==> src/hw/rtl/t2bi_pkg.sv <==
// Package for the two-dimensional bilinear map: payload structs, request codes,
// the front-to-back command struct and sizing constants. No dependencies.
package t2bi_pkg;

  localparam int XPointsMaxDef = 16;
  localparam int YPointsMaxDef = 16;
  localparam int CfgIdxW       = 1;
  localparam int CfgDataW      = 5;

  typedef enum logic [2:0] {
    REQ_WR_X   = 3'd0,
    REQ_WR_Y   = 3'd1,
    REQ_WR_CELL = 3'd2,
    REQ_LERP   = 3'd3,
    REQ_RAW    = 3'd4
  } req_e;

  localparam logic [CfgIdxW-1:0] CFG_X_POINTS = 1'b0;
  localparam logic [CfgIdxW-1:0] CFG_Y_POINTS = 1'b1;

  typedef struct packed {
    logic [2:0]         req_type;
    logic [3:0]         col_index;
    logic [3:0]         row_index;
    logic signed [31:0] write_value;
    logic signed [31:0] query_x;
    logic signed [31:0] query_y;
  } in_item_t;

  typedef struct packed {
    logic signed [31:0] lookup_value;
    logic               table_empty;
  } out_item_t;

  // Command handed from the front to the back through the queue.
  typedef struct packed {
    logic               raw;
    logic signed [31:0] query_x;
    logic signed [31:0] query_y;
  } cmd_t;

endpackage

==> src/hw/rtl/t2bi_queue.sv <==
// Short two-entry queue between the front and the back of the map block.
// Depends on t2bi_pkg for the command struct.
module t2bi_queue (
  input  logic           clk,
  input  logic           rst_n,
  input  logic           wr_valid,
  output logic           wr_ready,
  input  t2bi_pkg::cmd_t wr_data,
  output logic           rd_valid,
  input  logic           rd_ready,
  output t2bi_pkg::cmd_t rd_data
);
  import t2bi_pkg::*;

  cmd_t       mem_r [2];
  logic       wptr_r, rptr_r;
  logic [1:0] cnt_r;

  assign wr_ready = (cnt_r != 2'd2);
  assign rd_valid = (cnt_r != 2'd0);
  assign rd_data  = mem_r[rptr_r];

  always_ff @(posedge clk) begin
    if (wr_valid && wr_ready) begin
      mem_r[wptr_r] <= wr_data;
    end
    if (!rst_n) begin
      wptr_r <= 1'b0;
      rptr_r <= 1'b0;
      cnt_r  <= 2'd0;
    end else begin
      if (wr_valid && wr_ready) wptr_r <= ~wptr_r;
      if (rd_valid && rd_ready) rptr_r <= ~rptr_r;
      cnt_r <= cnt_r + {1'b0, wr_valid && wr_ready} - {1'b0, rd_valid && rd_ready};
    end
  end
endmodule

==> config.mk <==
export PLATFORM = sky130hd
export DESIGN_NAME = t2bi_queue
export DESIGN_NICKNAME = d
export VERILOG_FILES = /design/src/hw/rtl/t2bi_pkg.sv /design/src/hw/rtl/t2bi_queue.sv
export SDC_FILE = /design/constraint.sdc
export NUM_CORES = 1
export LEC_CHECK = 0
export BUFFER_PORTS_ARGS = -buffer_cell sky130_fd_sc_hd__buf_2
export CAP_MARGIN = 30
export CORE_MARGIN = 2
export CORE_UTILIZATION = 52
export DETAILED_ROUTE_END_ITERATION = 10
export MAX_ROUTING_LAYER = met4
export PLACE_DENSITY = 0.88
export SLEW_MARGIN = 15
export SYNTH_ARGS = -nofsm -noshare
export SYNTH_HDL_FRONTEND = slang
export SYNTH_SLANG_ARGS = --single-unit
==> constraint.sdc <==
create_clock -name clk -period 4.9 [get_ports clk]
set_clock_uncertainty 0.2 [all_clocks]
set_input_delay 0.49 -clock clk [delete_from_list [all_inputs] [get_ports clk]]
set_output_delay 0.49 -clock clk [all_outputs]
set_load 0.05 [all_outputs]
==> impl_metrics.yaml, run 1 <==
setup_path:
  path_class: "reg2out"
  regToRegEndpoint: "mem_r[1][3]$_DFFE_PP_"
  cp-end-kind: "output pin"
  path_cells: "buf_12 -> mux2_2 -> buf_2"
  critical_path.max_fanout: 34
  cp_slowest_cell: "dfxtp_4"
  ff2ff_setup_slack_ns: 2.55
  crit_required_ns: 4.21
  arrival_ns: 2.14
  slowest_delay_ns: 0.71
  r2r-start: "cnt_r[0]$_SDFF_PN0_"
  ff2ff_path_depth: 3
  crit_path_start_kind: "register"
finish:
  final_layout_size_suffix_gt1_share_pct: 51.21
  finalNonFillerCells: 588
  fill_cells: 561
  num_antenna_cells: 0
  final_util_pct: 74.85
  fin_area_sq_um: 7248
  syn2layout_area_growth_pct: 41.29
  fin_nets: 513
timing:
  setup_tns_ns: 0
  setup_viol: 0
  tightest_slew_ns: 0.6881
  fmax_mhz: 353.2
  timing.final.crit_period_ns: 2.831
  setup_ws_ns: 2.069
  slew_headroom_pct: 54.13
  rsz0062_at_grt: "no"
  worst_hold_slack_ns: 0.06193
  hold_violations: 0
  slew_violations: 0
  final.period_utilization_pct: 57.79
synth:
  yosys_warnings: 0
  synth-seq-cells: 135
  synthTopCellsByArea: "edfxtp_1, mux2_4, mux2_2"
  synth_top_area_share_pct: 76.10
  ys_types: 18
  ys_seq_area_share_pct: 78.05
  syn_inst: 226
  synth.avg_cell_area_sq_um: 22.70
  yosysTopAreaCell: "edfxtp_1"
  syn_nets: 297
  synth_area_sq_um: 5130
route:
  drt-initial-drc-count: 114
  drt_first_pass_iters: 4
  wire_per_inst_um: 15.50
  viasPerCell: 4.702
  drc: 0
  ant_nets: 0
  vias: 2765
  finalWirelength_mm: 9.113
cts:
  path_clk_slew_ns: 0.06
  cts_setup_buffers: 0
  hold_buffers: 65
  cts_tree: "yes"
  cts_max_level: 4
  clk_path_buf_depth: 2
  numCtsBuffers: 17
  clock-sinks: 135
  cts_root_buffer: "clkbuf_8"
  clock_latency_ns: 0.50
  cts_resized: 0
global_route:
  grt_max_degree: 38
  grt_pass1_wl_mm: 13.37
  grt_usage_pct: 17.85
  grt_pass1_vias: 2823
  grt_overflow_total: 0
  antenna_found_initial: 0
worst_hold_path:
  hold_path.startpoint: "rst_n"
  worstHoldPathType: "in2reg"
  min_path_cells: 2
  holdPathEnd: "cnt_r[1]$_SDFF_PN0_"
placed_design:
  dpl.cell_count: 490
  postPlaceCellArea_sq_um: 5947
  io_buffers: 135
  hpwlAfterDp_mm: 5.347
  place_congestion: 0.6846
  post-place-ws_ns: 2.261
power_and_ir_drop:
  max-vdd-ir-drop_mv: 0.3713
  p_per_area_nw_per_um2: 583.4
  p_leak_nw: 2.871
  total_power_mw: 4.229
run_status:
  status: "finished, final reports clean"
die:
  io-pin-count: 136
  dieArea_sq_um: 10680
  die_w_um: 103.3
  start_util_pct: 52.97
  core.rowCount: 36
  die-height_um: 103.3
  core_sq_um: 9684
flow_run:
  drv_cap: 0
[routing by layer]
metal	track usage (%)	share of wire [%]
met5	-	0
met4	7.895	2.1
met3	4.973	4.0
met2	29.82	52
met1	20.19	42
[state kept, by name (all words and copies together) (netlist names), named ones only]
signal,flops
mem_r,130
cnt_r,2
rptr_r,1
wptr_r,1
[worst max path at each step]
stage                                    from                endpoint  slack (ns)  cells past startpoint
after floorplan           cnt_r[0]$_SDFF_PN0_   mem_r[0][0]$_DFFE_PP_        0.46                      3
after global placement               wr_valid  mem_r[0][12]$_DFFE_PP_        2.33                      4
after detailed placement             wr_valid  mem_r[0][11]$_DFFE_PP_        2.26                      4
after CTS                            register             rd_data[10]        1.99                      3
after global routing                 register              rd_data[8]        1.96                      3
final                                register             rd_data[10]        2.07                      3
[cell usage after synthesis, drive strengths merged]
master	n
edfxtp	130
mux2	65
buf	7
dfxtp	5
xnor2	3
and2	2
ha	2
nand2	2
nand2b	2
nor2b	2
and3	1
inv	1
mux2i	1
nor2	1
o21a	1
or2	1
[cell usage in the layout, fill, tap and decap left out]
cell / count
clkbuf_1: 3
nor2b_1: 2
dfxtp_1: 4
clkinv_2: 2
mux2_2: 15
dfxtp_4: 1
buf_12: 2
buf_2: 135
clkinv_1: 4
edfxtp_1: 130
mux2_4: 50
dlygate4sd3_1: 65
buf_4: 2
bufinv_16: 6
clkbuf_16: 16
clkbuf_8: 1
and3_2: 1
xnor2_1: 3
nand2_1: 2
o21a_1: 1
nor2_4: 1
inv_1: 1
ha_1: 2
mux2i_1: 1
or2_2: 1
and2_1: 2
nand2b_1: 2
[power breakdown]
part,internal (mW),switching (mW)
Clock,0.919,0.422
Sequential,1.45,0.0884
Combinational,0.461,0.884
Total,2.83,1.39
[layout make-up]
cell class              count  area, sq um  share of cell area, %
inverters                   1        3.754                0.05179
multi-input cells          83         1059                  14.60
well taps                 133        166.4                  2.296
clock inverters            12        205.2                  2.831
repair buffers            204         1381                  19.06
clock buffers              20        425.4                  5.869
flip-flops and latches    135         4008                  55.29
[worst max-delay path, delay by kind of cell (launching register included)]
family | cells | cell delay, ns
buffers and inverters | 2 | 0.53
DFF | 1 | 0.71
muxes | 1 | 0.37
[kinds of logic (layout without fill, tap and decap cells)]
kind of cell | after synthesis | after routing | synth area share (%)
AOI/OAI and AO/OA | 1 | 1 | 0.1464
xor gates and xnor gates | 3 | 3 | 0.5123
adders and majority gates | 2 | 2 | 0.4877
buffers and inverters | 8 | 237 | 1.488
DFF | 135 | 135 | 78.05
muxes | 66 | 66 | 18.12
and+or+nand+nor | 11 | 11 | 1.195
Power figures use the tool's default switching activity.
==> inputs of run 2 (changes only) <==
--- a/config.mk
+++ b/config.mk
@@ -5,6 +5,7 @@
 export SDC_FILE = /design/constraint.sdc
 export NUM_CORES = 1
 export LEC_CHECK = 0
+export ABC_AREA = 1
 export BUFFER_PORTS_ARGS = -buffer_cell sky130_fd_sc_hd__buf_2
 export CAP_MARGIN = 30
 export CORE_MARGIN = 2
==> constraint.sdc (replaced) <==
create_clock -name clk -period 2.78 [get_ports clk]
set_clock_uncertainty 0.2 [all_clocks]
set_input_delay 0.278 -clock clk [delete_from_list [all_inputs] [get_ports clk]]
set_output_delay 0.278 -clock clk [all_outputs]
set_load 0.05 [all_outputs]
==> impl_metrics.yaml, run 2 <==
timing:
  timing.final.crit_period_ns: 2.489
  worst_hold_slack_ns: 0.2766
  rsz0062_at_grt: "no"
  hold_violations: 0
  fmax_mhz: 401.8
  final.period_utilization_pct: 89.53
  setup_viol: 0
  tightest_slew_ns: 0.5037
  slew_violations: 0
  slew_headroom_pct: 66.42
  setup_tns_ns: 0
setup_path:
  slowest_delay_ns: 0.60
  arrival_ns: 2.01
  cp-end-kind: "output pin"
  ff2ff_setup_slack_ns: 0.93
  crit_required_ns: 2.30
  regToRegEndpoint: "cnt_r[1]$_SDFF_PN0_"
  path_cells: "buf_4 -> mux2_4 -> buf_2"
  cp_slowest_cell: "dfxtp_4"
  ff2ff_path_depth: 10
  r2r-start: "cnt_r[0]$_SDFF_PN0_"
  crit_path_start_kind: "register"
  path_class: "reg2out"
  critical_path.max_fanout: 21
placed_design:
  hpwlAfterDp_mm: 5.777
  place_congestion: 0.7050
  dpl.cell_count: 506
  io_buffers: 135
  postPlaceCellArea_sq_um: 5986
worst_hold_path:
  hold_path.startpoint: "wr_data[20]"
  min_path_cells: 2
  holdPathEnd: "mem_r[1][20]$_DFFE_PP_"
  worstHoldPathType: "in2reg"
cts:
  cts_tree: "yes"
  clk_path_buf_depth: 2
  path_clk_slew_ns: 0.06
  clock-sinks: 135
  clock_latency_ns: 0.51
  numCtsBuffers: 17
  cts_max_level: 4
  cts_root_buffer: "clkbuf_8"
synth:
  synth.avg_cell_area_sq_um: 21.58
  yosys_warnings: 0
  synth_area_sq_um: 5136
  synth_commonest_cells: "edfxtp_1, mux2_4, mux2_2"
  yosysMostFrequentCell: "edfxtp_1"
  synth-seq-cells: 135
  ys_seq_area_share_pct: 77.95
  ys_types: 12
  yosysTopAreaCell: "edfxtp_1"
  synthArstFlopShare_pct: 0
  synthTopCellsByArea: "edfxtp_1, mux2_4, mux2_2"
  syn_inst: 238
  syn_nets: 309
  synth_edf_count: 130
  synthFlopType: "edfxtp_1"
  synth_top_area_share_pct: 76.00
power_and_ir_drop:
  p_leak_nw: 2.934
  p_sw_share_pct: 33.16
  power.internal_mw: 5.029
  total_power_mw: 7.524
  max-vdd-ir-drop_mv: 0.5503
  p_per_area_nw_per_um2: 1027
  pwr-share-clk_pct: 32.1
  combPwrFrac_pct: 31.8
  pwr-share-seq_pct: 36.0
  p_sw_mw: 2.495
global_route:
  grt_usage_pct: 19.64
  antenna_found_initial: 1
  grt_pass1_vias: 3038
  grt_pass1_wl_mm: 14.41
  grt_max_degree: 38
  grt_overflow_total: 0
die:
  die_w_um: 103.4
  core_sq_um: 9684
  die-height_um: 103.4
  dieArea_sq_um: 10690
  io-pin-count: 136
  start_util_pct: 53.04
  core.rowCount: 36
finish:
  fin_nets: 531
  final_common_cell: "buf_2"
  largest_reg_flops: 130
  final_layout_size_suffix_gt1_share_pct: 50.53
  reg.largest.list: "mem_r (130), cnt_r (2)"
  fin_area_sq_um: 7326
  syn2layout_area_growth_pct: 42.63
  largest_register: "mem_r"
  finalNonFillerCells: 607
  final_cell_mix: "buf_2, edfxtp_1, dlygate4sd3_1"
run_status:
  status: "finished, final reports clean"
route:
  drt_first_pass_iters: 4
  drt-initial-drc-count: 82
  wire_per_inst_um: 16.33
  vias: 2906
  ant_nets: 0
  viasPerCell: 4.787
  drc: 0
  finalWirelength_mm: 9.912
flow_run:
  drv_cap: 0
## run 2: cell types whose count changed after synthesis, moves of 3 or more
cell,before,now
inv_1,1,7
nand2_1,2,9
nand3_1,0,3
nor2_1,1,8
xnor2_1,3,0
## run 2: cell type report
type | instances | area, sq um
Sequential cell | 135 | 4008
Timing Repair Buffer | 210 | 1421
Multi-Input combinational cell | 89 | 1041
Tap cell | 133 | 166.4
Clock inverter | 7 | 162.7
Antenna cell | 1 | 2.502
Clock buffer | 25 | 494.2
Inverter | 7 | 30.03
Fill cell | 568 | 2359
## run 2: worst max path at each step
| stage | to | slack, ns | startpoint | cells past startpoint |
|---|---|---|---|---|
| floorplan | mem_r[0][0]$_DFFE_PP_ | 0.20 | cnt_r[0]$_SDFF_PN0_ | 4 |
| global placement | rd_data[33] | 0.84 | register | 3 |
| detailed placement | rd_data[24] | 0.80 | register | 3 |
| CTS | rd_data[24] | 0.25 | register | 3 |
| global route | rd_data[33] | 0.19 | register | 3 |
| finish | rd_data[33] | 0.29 | register | 3 |
## run 2: routing by layer
| layer | global-route usage, % | wire length (um) | vias up | part of all wire, % |
|---|---|---|---|---|
| li1 | - | - | 1371 | - |
| met1 | 18.78 | 3716 | 1413 | 37 |
| met2 | 35.63 | 5544 | 105 | 56 |
| met3 | 5.981 | 503 | 17 | 5.1 |
| met4 | 9.514 | 147 | 0 | 1.5 |
| met5 | - | 0 | - | 0 |
## run 2: power groups by stage
stage                     Sequential [mW]  Clock [mW]  Combinational, mW
after global routing                 2.74        2.54               2.53
final                                2.71        2.42               2.39
after floorplan                      2.68           0               1.94
after detailed placement             2.75           0               2.32
after CTS                            2.72        2.46               2.39
after global placement               2.73           0               2.28
## run 2: kinds of logic after synthesis
kind of cell             Yosys count  share of synthesized area, %
flip-flops                       135                         77.95
buffers and inverters             14                         1.924
multiplexers                      65                         17.90
AO/OA/AOI/OAI                      2                        0.1949
adder cells (fa/ha/maj)            2                        0.4871
AND/OR/NAND/NOR                   20                         1.535
## run 2: worst max-delay path, delay by kind of cell (launching register included)
kind / cells / cell delay [ns]
DFF: 1 / 0.60
muxes: 1 / 0.34
buffers and inverters: 2 / 0.56
## run 2: through the flow
| stage | setup slack [ns] | util, % |
|---|---|---|
| 3_3_place_gp | 0.8429 | 61.81 |
| 6_report | 0.2911 | 75.65 |
| 4_1_cts | 0.2487 | 75.62 |
| 3_5_place_dp | 0.8027 | 61.81 |
| 5_1_grt | 0.1932 | 75.65 |
| 2_1_floorplan | 0.2009 | - |
## run 2: timing repair
| item | in CTS | in global routing |
|---|---|---|
| hold buffers | 68 | 0 |
| resized for setup | 0 | 0 |
| buffers inserted | 0 | 0 |
| endpoints found under the hold margin | 135 | 0 |
==> inputs of run 3 (changes only) <==
--- a/config.mk
+++ b/config.mk
@@ -5,11 +5,12 @@
 export SDC_FILE = /design/constraint.sdc
 export NUM_CORES = 1
 export LEC_CHECK = 0
-export ABC_AREA = 1
 export BUFFER_PORTS_ARGS = -buffer_cell sky130_fd_sc_hd__buf_2
 export CAP_MARGIN = 30
+export CORE_ASPECT_RATIO = 1.5
 export CORE_MARGIN = 2
 export CORE_UTILIZATION = 52
+export CTS_CLUSTER_SIZE = 14
 export DETAILED_ROUTE_END_ITERATION = 10
 export MAX_ROUTING_LAYER = met4
 export PLACE_DENSITY = 0.88
==> impl_metrics.yaml, run 3 (synthesized netlist as in run 1, its figures left out) <==
finish:
  final_layout_size_suffix_gt1_share_pct: 51.20
  reg.largest.list: "mem_r (130), cnt_r (2)"
  fin_area_sq_um: 7219
  final_common_cell: "buf_2"
  num_antenna_cells: 0
  final_cell_mix: "buf_2, edfxtp_1, dlygate4sd3_1"
  fin_nets: 515
  syn2layout_area_growth_pct: 40.73
  largest_reg_flops: 130
  largest_register: "mem_r"
setup_path:
  cp-end-kind: "output pin"
  crit_required_ns: 2.30
  ff2ff_setup_slack_ns: 0.83
  regToRegEndpoint: "cnt_r[1]$_SDFF_PN0_"
  slowest_delay_ns: 0.61
  arrival_ns: 1.85
  crit_path_end: "rd_data[64]"
  cp_slowest_cell: "dfxtp_4"
  ff2ff_path_depth: 8
  critical_path.max_fanout: 24
  r2r-start: "cnt_r[0]$_SDFF_PN0_"
  crit_path_start_kind: "register"
  path_cells: "buf_12 -> mux2_2 -> buf_2"
  path_class: "reg2out"
placed_design:
  io_buffers: 135
  postPlaceCellArea_sq_um: 5964
  hpwlAfterDp_mm: 5.725
  place_congestion: 0.7065
global_route:
  grt_pass1_vias: 2952
  grt_pass1_wl_mm: 14.83
  antenna_found_initial: 0
  grt_overflow_total: 0
  grt_usage_pct: 19.24
  grt_max_degree: 66
power_and_ir_drop:
  max-vdd-ir-drop_mv: 0.7842
  p_per_area_nw_per_um2: 1017
  p_leak_nw: 2.864
cts:
  cts_root_buffer: "clkbuf_16"
  cts_tree: "yes"
  clock-sinks: 135
  clk_path_buf_depth: 2
  cts_setup_buffers: 0
  clock_latency_ns: 0.39
  path_clk_slew_ns: 0.05
  cts_max_level: 4
  numCtsBuffers: 17
route:
  viasPerCell: 4.913
  ant_nets: 0
  drt-initial-drc-count: 143
  finalWirelength_mm: 9.657
  drt_first_pass_iters: 4
  vias: 2810
  wire_per_inst_um: 16.88
  drc: 0
worst_hold_path:
  min_path_cells: 3
  worstHoldPathType: "in2reg"
die:
  die-height_um: 125.6
  io-pin-count: 136
  start_util_pct: 53.25
  core.rowCount: 44
  die_w_um: 85.10
  core_sq_um: 9634
  dieArea_sq_um: 10690
timing:
  fmax_mhz: 429.3
  tightest_slew_ns: 0.6019
  timing.final.crit_period_ns: 2.329
  final.period_utilization_pct: 83.79
  setup_tns_ns: 0
  rsz0062_at_grt: "no"
  slew_violations: 0
  hold_violations: 0
  slew_headroom_pct: 59.87
  setup_viol: 0
run_status:
  status: "finished, final reports clean"
flow_run:
  drv_cap: 0
[run 3: cell types whose count changed in the layout (fill, tap and decap cells not counted), moves of 3 or more]
cell	delta
clkbuf_8	-6
nand2_1	-7
xnor2_1	+3
clkinv_1	+4
inv_1	-5
nor2_1	-7
buf_4	-4
nand3_1	-3
[run 3: worst min path at each step]
stage	slack, ns	to	startpoint
after floorplan	0.18	mem_r[0][0]$_DFFE_PP_	wr_data[0]
after global placement	0.27	mem_r[0][25]$_DFFE_PP_	wr_data[25]
after detailed placement	0.27	mem_r[0][22]$_DFFE_PP_	wr_data[22]
after CTS	0.08	wptr_r$_SDFFE_PN0N_	wr_valid
after global routing	0.11	wptr_r$_SDFFE_PN0N_	wr_valid
final	0.09	wptr_r$_SDFFE_PN0N_	wr_valid
[run 3: stage by stage]
stage          util (%)  cells  setup slack, ns  hold WS (ns)  total power [mW]
2_1_floorplan         -    226           0.1274        0.1769             4.634
3_3_place_gp      61.91    474           0.8546        0.2654             5.042
3_5_place_dp      61.91    474           0.8322        0.2691             5.089
4_1_cts           74.94    572           0.4138       0.08313             7.388
5_1_grt           74.94    572           0.3759        0.1145             7.614
6_report          74.94    572           0.4506       0.09432             7.343
[run 3: layout make-up]
| cell class | count | area, sq um |
|---|---|---|
| fillers | 530 | 2415 |
| repair buffers | 206 | 1411 |
| well taps | 115 | 143.9 |
| clock buffers | 20 | 436.7 |
| inverters | 1 | 3.754 |
| flip-flops and latches | 135 | 4008 |
| multi-input cells | 83 | 1059 |
| clock inverters | 12 | 157.7 |
[run 3: metal layers]
metal  share of wire, %  global-route usage (%)
met1                 36                   20.00
met3                3.6                   4.063
met5                  0                       -
met2                 58                   34.33
met4                2.2                   8.683
[run 3: report_power, final]
group | internal [mW] | switching (mW) | total (mW) | leakage [nW]
clock network | 1.48 | 0.742 | 2.22 | 0.288
logic | 0.826 | 1.60 | 2.42 | 1.32
registers | 2.56 | 0.135 | 2.70 | 1.26
[run 3: worst max-delay path: cells and delay by family, from the launching register on]
family	cells	cell delay, ns
buf+inv	2	0.47
flops	1	0.61
mux	1	0.36
[run 3: what timing repair did]
| item | 4_1_cts | 5_1_grt |
|---|---|---|
| setup endpoints to repair | 0 | 0 |
| hold buffers | 66 | 0 |
| gates resized for setup | 0 | 0 |
| hold endpoints to repair | 135 | 0 |
